### src/design/rlmu_pkg.sv
// rlmu_pkg: shared types and constants for the ranked list move-up block
// depends on nothing
`timescale 1ns / 1ps
package rlmu_pkg;

    localparam int SLOTS_DEF = 64;

    localparam int ID_W     = 8;
    localparam int SCORE_W  = 16;
    localparam int STATUS_W = 2;
    localparam int POS_W    = 6;

    localparam logic REQ_APPEND = 1'b0;
    localparam logic REQ_UPDATE = 1'b1;

    localparam logic [STATUS_W-1:0] ST_OK        = 2'd0;
    localparam logic [STATUS_W-1:0] ST_NOT_FOUND = 2'd1;
    localparam logic [STATUS_W-1:0] ST_FULL      = 2'd2;

    typedef struct packed {
        logic [ID_W-1:0]    id;
        logic [SCORE_W-1:0] score;
    } t_slot;

endpackage

### src/design/ranked_list_move_up_top.sv
// ranked_list_move_up_top: ranked list of id/score slots with append and move-up on update
// depends on rlmu_pkg
`timescale 1ns / 1ps
//
//  channel   | handshake                  | word
//  ----------+----------------------------+--------------------------------------
//  request   | start in, busy out         | i_req_type, i_entry_id, i_new_score
//  result    | o_valid out, one cycle     | o_status, o_rank_position
//
//  append: never busy, result strobe in the cycle after the accept. update: busy while it
//  searches the slots from slot 0 for the id, then moves the entry up past lower scores, each
//  slot a read state then a compare state, set by the single read port of the slot memory.
//  not found: busy while all occupied slots are searched. the result strobe comes in the
//  first cycle with busy low, so the next request may start in that cycle. reset empties
//  the list at once (count cleared). the receiver cannot stall.
module ranked_list_move_up_top #(
    parameter int SLOTS = rlmu_pkg::SLOTS_DEF
) (
    input  logic                          i_clk,
    input  logic                          i_rst_n,
    input  logic                          start,
    output logic                          busy,
    input  logic                          i_req_type,
    input  logic [rlmu_pkg::ID_W-1:0]     i_entry_id,
    input  logic [rlmu_pkg::SCORE_W-1:0]  i_new_score,
    output logic                          o_valid,
    output logic [rlmu_pkg::STATUS_W-1:0] o_status,
    output logic [rlmu_pkg::POS_W-1:0]    o_rank_position
);
    import rlmu_pkg::*;

    localparam int IW = $clog2(SLOTS);
    localparam int CW = $clog2(SLOTS + 1);
    localparam logic [CW-1:0] SLOTS_C = CW'(SLOTS);

    localparam logic [2:0] S_IDLE = 3'd0;
    localparam logic [2:0] S_SRD  = 3'd1;
    localparam logic [2:0] S_SCMP = 3'd2;
    localparam logic [2:0] S_URD  = 3'd3;
    localparam logic [2:0] S_UCMP = 3'd4;

    t_slot r_mem [SLOTS];
    t_slot r_rdata;

    logic [2:0]          r_state, n_state;
    logic [CW-1:0]       r_count, n_count;
    logic [CW-1:0]       r_k, n_k;
    logic [ID_W-1:0]     r_id, n_id;
    logic [SCORE_W-1:0]  r_score, n_score;
    logic                r_valid, n_valid;
    logic [STATUS_W-1:0] r_status, n_status;
    logic [POS_W-1:0]    r_pos, n_pos;

    logic          w_we;
    logic [IW-1:0] w_waddr;
    logic [IW-1:0] w_raddr;
    t_slot         w_wdata;
    logic [CW-1:0] w_km1;

    assign w_km1 = r_k - 1'b1;

    always_ff @(posedge i_clk) begin
        if (w_we) begin
            r_mem[w_waddr] <= w_wdata;
        end
        r_rdata <= r_mem[w_raddr];
    end

    always_comb begin
        n_state  = r_state;
        n_count  = r_count;
        n_k      = r_k;
        n_id     = r_id;
        n_score  = r_score;
        n_valid  = 1'b0;
        n_status = r_status;
        n_pos    = r_pos;
        w_we     = 1'b0;
        w_waddr  = r_k[IW-1:0];
        w_raddr  = r_k[IW-1:0];
        w_wdata  = '{id: r_id, score: r_score};
        case (r_state)
            S_IDLE: begin
                if (start) begin
                    n_id    = i_entry_id;
                    n_score = i_new_score;
                    if (i_req_type == REQ_APPEND) begin
                        n_valid = 1'b1;
                        if (r_count >= SLOTS_C) begin
                            n_status = ST_FULL;
                            n_pos    = '0;
                        end else begin
                            w_we     = 1'b1;
                            w_waddr  = r_count[IW-1:0];
                            w_wdata  = '{id: i_entry_id, score: i_new_score};
                            n_count  = r_count + 1'b1;
                            n_status = ST_OK;
                            n_pos    = POS_W'(r_count);
                        end
                    end else begin
                        n_k     = '0;
                        n_state = S_SRD;
                    end
                end
            end
            S_SRD: begin
                if (r_k == r_count) begin
                    n_valid  = 1'b1;
                    n_status = ST_NOT_FOUND;
                    n_pos    = '0;
                    n_state  = S_IDLE;
                end else begin
                    n_state = S_SCMP;
                end
            end
            S_SCMP: begin
                if (r_rdata.id == r_id) begin
                    n_state = S_URD;
                end else begin
                    n_k     = r_k + 1'b1;
                    n_state = S_SRD;
                end
            end
            S_URD: begin
                if (r_k == '0) begin
                    w_we     = 1'b1;
                    n_valid  = 1'b1;
                    n_status = ST_OK;
                    n_pos    = POS_W'(r_k);
                    n_state  = S_IDLE;
                end else begin
                    w_raddr = w_km1[IW-1:0];
                    n_state = S_UCMP;
                end
            end
            S_UCMP: begin
                w_we = 1'b1;
                if (r_rdata.score < r_score) begin
                    w_wdata = r_rdata;
                    n_k     = w_km1;
                    n_state = S_URD;
                end else begin
                    n_valid  = 1'b1;
                    n_status = ST_OK;
                    n_pos    = POS_W'(r_k);
                    n_state  = S_IDLE;
                end
            end
            default: begin
                n_state = S_IDLE;
            end
        endcase
    end

    always_ff @(posedge i_clk) begin
        if (!i_rst_n) begin
            r_state <= S_IDLE;
            r_count <= '0;
            r_valid <= 1'b0;
        end else begin
            r_state <= n_state;
            r_count <= n_count;
            r_valid <= n_valid;
        end
    end

    always_ff @(posedge i_clk) begin
        r_k      <= n_k;
        r_id     <= n_id;
        r_score  <= n_score;
        r_status <= n_status;
        r_pos    <= n_pos;
    end

    assign busy            = (r_state != S_IDLE);
    assign o_valid         = r_valid;
    assign o_status        = r_status;
    assign o_rank_position = r_pos;

`ifndef NO_ASSERTIONS
    a_count_range: assert property (@(posedge i_clk) disable iff (!i_rst_n)
        r_count <= SLOTS_C)
        else $error("slot count beyond capacity");

    a_err_pos_zero: assert property (@(posedge i_clk) disable iff (!i_rst_n)
        (o_valid && (o_status != ST_OK)) |-> (o_rank_position == '0))
        else $error("nonzero position with error status");

    a_done_strobe: assert property (@(posedge i_clk) disable iff (!i_rst_n)
        $fell(busy) |-> o_valid)
        else $error("update finished without a result");

    a_append_ok: assert property (@(posedge i_clk) disable iff (!i_rst_n)
        (start && !busy && (i_req_type == REQ_APPEND) && (r_count < SLOTS_C))
        |=> (o_valid && (o_status == ST_OK) && (r_count == $past(r_count) + 1'b1)))
        else $error("append did not grow the list");

    a_search_bound: assert property (@(posedge i_clk) disable iff (!i_rst_n)
        (r_state == S_SCMP) |-> (r_k < r_count))
        else $error("search past the occupied slots");
`endif

endmodule

### config.mk
export PLATFORM = sky130hd
export DESIGN_NAME = ranked_list_move_up_top
export DESIGN_NICKNAME = d
export VERILOG_FILES = /design/src/design/rlmu_pkg.sv /design/src/design/ranked_list_move_up_top.sv
export SDC_FILE = /design/constraint.sdc
export NUM_CORES = 2
export LEC_CHECK = 0
export ABC_AREA = 1
export BUFFER_PORTS_ARGS = -buffer_cell sky130_fd_sc_hd__buf_4
export CAP_MARGIN = 20
export CORE_MARGIN = 2
export CORE_UTILIZATION = 68
export CTS_CLUSTER_DIAMETER = 150
export CTS_CLUSTER_SIZE = 16
export DETAILED_ROUTE_END_ITERATION = 12
export PLACE_DENSITY = 0.85
export SLEW_MARGIN = 20
export SYNTH_ARGS = -nofsm -noshare
export SYNTH_HDL_FRONTEND = slang
export SYNTH_SLANG_ARGS = --single-unit
### constraint.sdc
create_clock -name i_clk -period 9.9 [get_ports i_clk]
set_input_delay 1.98 -clock i_clk [delete_from_list [all_inputs] [get_ports i_clk]]
set_output_delay 1.98 -clock i_clk [all_outputs]
set_load 0.01 [all_outputs]
==> metrics.txt <==
status=finished clean; Avg Synthesized Cell Area=10.1 µm²; H-tree depth=3; number of enable flip-flop cells after synthesis=1,575; most common cell after layout, fill and taps aside=nand2_1; critical path class=register to register; worst hold slack=547 ps; share of cells above drive strength 1=0.0562; routing usage on met2=0.553; Clock Path Buffers=3; WL/cell=23.2 µm; RR Endpoint=r_rdata[15]; ranking of synthesized cells by area=edfxtp_1, nand3_1, nand2_1; TritonRoute pass-1 iters=11; Max VDD drop=167 µV; most frequent cells in the layout=nand2_1, nand3_1, edfxtp_1; Tcrit/Tclk final=0.618; Post-synth top flop=edfxtp_1; Max Fclk=163 MHz; number of top-level pins=38; Worst Path Buf+Inv=4; # port buffers=37; TritonCTS Buffers=110; vias in the first global route=49,800; Pwr Density=189 nW/µm²; initial drt markers=8,605; Starting Density=0.687; post-synthesis async set-or-reset flop share=0; GR Layer Usage met3=0.0909; global route overflow=0; min-delay src=r_count[5]; Synth top area share=0.662; Slowest-stage cell, CP=buf_4; CTS tree=built; CP required=10,590 ps; Worst Hold Depth=2; critical path peak fanout=142; Final TNS setup=0 ps; CP cell instances=clkinv_1 > ha_1 > nand2_2 > nor2_4 > nand2_2 > nand2_2 > nand2_4 > buf_4 > nand2_8 > buf_12 > buf_4 > nand2_1 > nand3_1 > nand3_1 > nand3_1 > nand3_1 > nand3_1 > nand2_1; first-pass GRT wire length=288 mm; Setup-failing EPs final=0; NumNets Final=7,012; Seq/Total Area, Yosys=0.672; Setup Skew=49.8 ps; crit path DAT=6800 ps; FF+latch count, synth=1,610; Crit path top cell by count=nand3_1; R2R Path Start=r_k[0]; RSZ-0062 raised after global routing=no; CP max stage delay=740 ps; min cycle time layout=6120 ps; number of setup buffers added after CTS=0; Synth area leader=edfxtp_1; worst slew pin tran=1140 ps; Worst Setup Start Kind=register; clock sink count=1,610; Hold Crit Class=register to register; vias per cell=6.17; core footprint=104,000 µm²; area of the multi-input gates=16,500 µm²; initial antenna violation count=4; Yosys warning count=0; GRT Resource Usage Total=0.359; Unique masters post-synth=39; delay-heaviest family, CP=simple AND/OR/NAND/NOR gates; Die ar.=108,000 µm²; cell count after synthesis=7,069; Final Instance Area=76,100 µm²; Synth-to-Final Area Change=6.53%; Worst Setup End Kind=register; Routed WL=194 mm; # rows=118; P_leak=32.4 nW; hold-fix buffers at CTS=0; Netlist Area Pre-Place=71,400 µm²; Post-Place Cells=8,231; max-slew violations=0; R2R setup slack=3780 ps; post-CTS resize count=0; Routability Congestion=0.970; die height=328 µm; via count=51,700; largest net degree at the start of global routing=204; die span in x=328 µm; Skew-Pair Late Insertion Delay=770 ps; grt met1 use=0.454; Root Buffer=clkbuf_16; Hold Path End=r_count[6]; Power, Total=14.4 mW; GRT Max-Usage Layer=met2; max cap viols=0; register area=48,000 µm²; syn nets=7,116; Final Hold Fails=0; clock-pin slew on the worst setup and hold paths=70 ps; Slew headroom=0.236; DRT antenna net count=0; HPWL Detailed=107 mm; Non-Filler Instances=8,374; Area after DPL=73,100 µm²; residual DRC count=0; # fillers=6,314; reg2reg path depth=18
-- registers in the layout (all words and copies together) (netlist names) --
signal           count
r_mem             1536
r_rdata             24
r_score             16
r_id                 8
r_count              7
r_k                  7
o_rank_position      6
r_state              3
o_status             2
o_valid              1
-- metal layers --
metal,part of all wire,up-vias
met3,0.14,810
met4,0.076,4
met1,0.33,24000
met2,0.46,4165
met5,0.00016,-
li1,-,22600
-- Yosys cell counts (all sizes together), types with 5 or more instances --
library cell / count
o22ai: 8
xor2: 5
nor3: 7
buf: 294
o211ai: 9
o32ai: 6
inv: 1503
edfxtp: 1575
clkbuf: 75
nand2: 1682
xnor2: 6
nor2: 109
a21oi: 32
nand4: 14
dfxtp: 35
nand3: 1644
ha: 19
o21ai: 32
-- layout make-up --
type | instances | area share
Clock inverter | 8 | 0.00136
Multi-Input combinational cell | 3585 | 0.217
Inverter | 1505 | 0.0743
Sequential cell | 1610 | 0.631
Clock buffer | 132 | 0.0373
Tap cell | 1380 | 0.0227
Timing Repair Buffer | 153 | 0.0170
Antenna cell | 1 | 0.0000329
-- cell families (layout without fill, tap and decap cells) --
logic type / after synthesis / in the layout / synth area share
flops: 1610 / 1610 / 0.672
other cells: 0 / 1 / 0
simple gates: 3462 / 3462 / 0.212
compound gates: 93 / 93 / 0.00795
fa+ha+maj: 19 / 19 / 0.00333
xor+xnor: 11 / 11 / 0.00135
buf+inv: 1874 / 1798 / 0.104
-- worst register-to-register path, stage by stage, from the launching register on --
cell      delay [ps]
edfxtp_1         630
clkinv_1         410
ha_1             360
nand2_2          110
nor2_4            40
nand2_2          180
nand2_2          320
nand2_4          130
buf_4            740
nand2_8          630
buf_12           600
buf_4            520
nand2_1          170
nand3_1           90
nand3_1          180
nand3_1          160
nand3_1          130
nand3_1          370
nand2_1          270
-- how the worst max path moves through the flow --
| stage | from | end | slack, ps | depth (start not counted) |
|---|---|---|---|---|
| after floorplan | start | r_mem[0][0] | 5140 | 10 |
| after CTS | r_k[0] | r_rdata[15] | 3950 | 18 |
| after global placement | i_req_type | r_mem[55][17] | 3670 | 13 |
| final | r_k[0] | r_rdata[15] | 3780 | 18 |
| after global routing | r_k[0] | r_rdata[15] | 3720 | 18 |
| after detailed placement | i_req_type | r_mem[20][22] | 3550 | 11 |
-- per-stage QoR --
step	worst slack (ps)	util
floorplan	5140	-
global placement	3670	0.703
detailed placement	3550	0.703
CTS	3950	0.732
global route	3720	0.732
finish	3780	0.732
-- where the power goes --
part	total [mW]	switching, mW	leakage [nW]	internal (mW)
Clock	4.21	2.21	1.43	2.00
Combinational	2.27	1.79	16.5	0.475
Sequential	7.89	0.0555	14.5	7.84
Total	14.4	4.06	32.4	10.3
No activity file was read; power rests on OpenSTA's default activity.
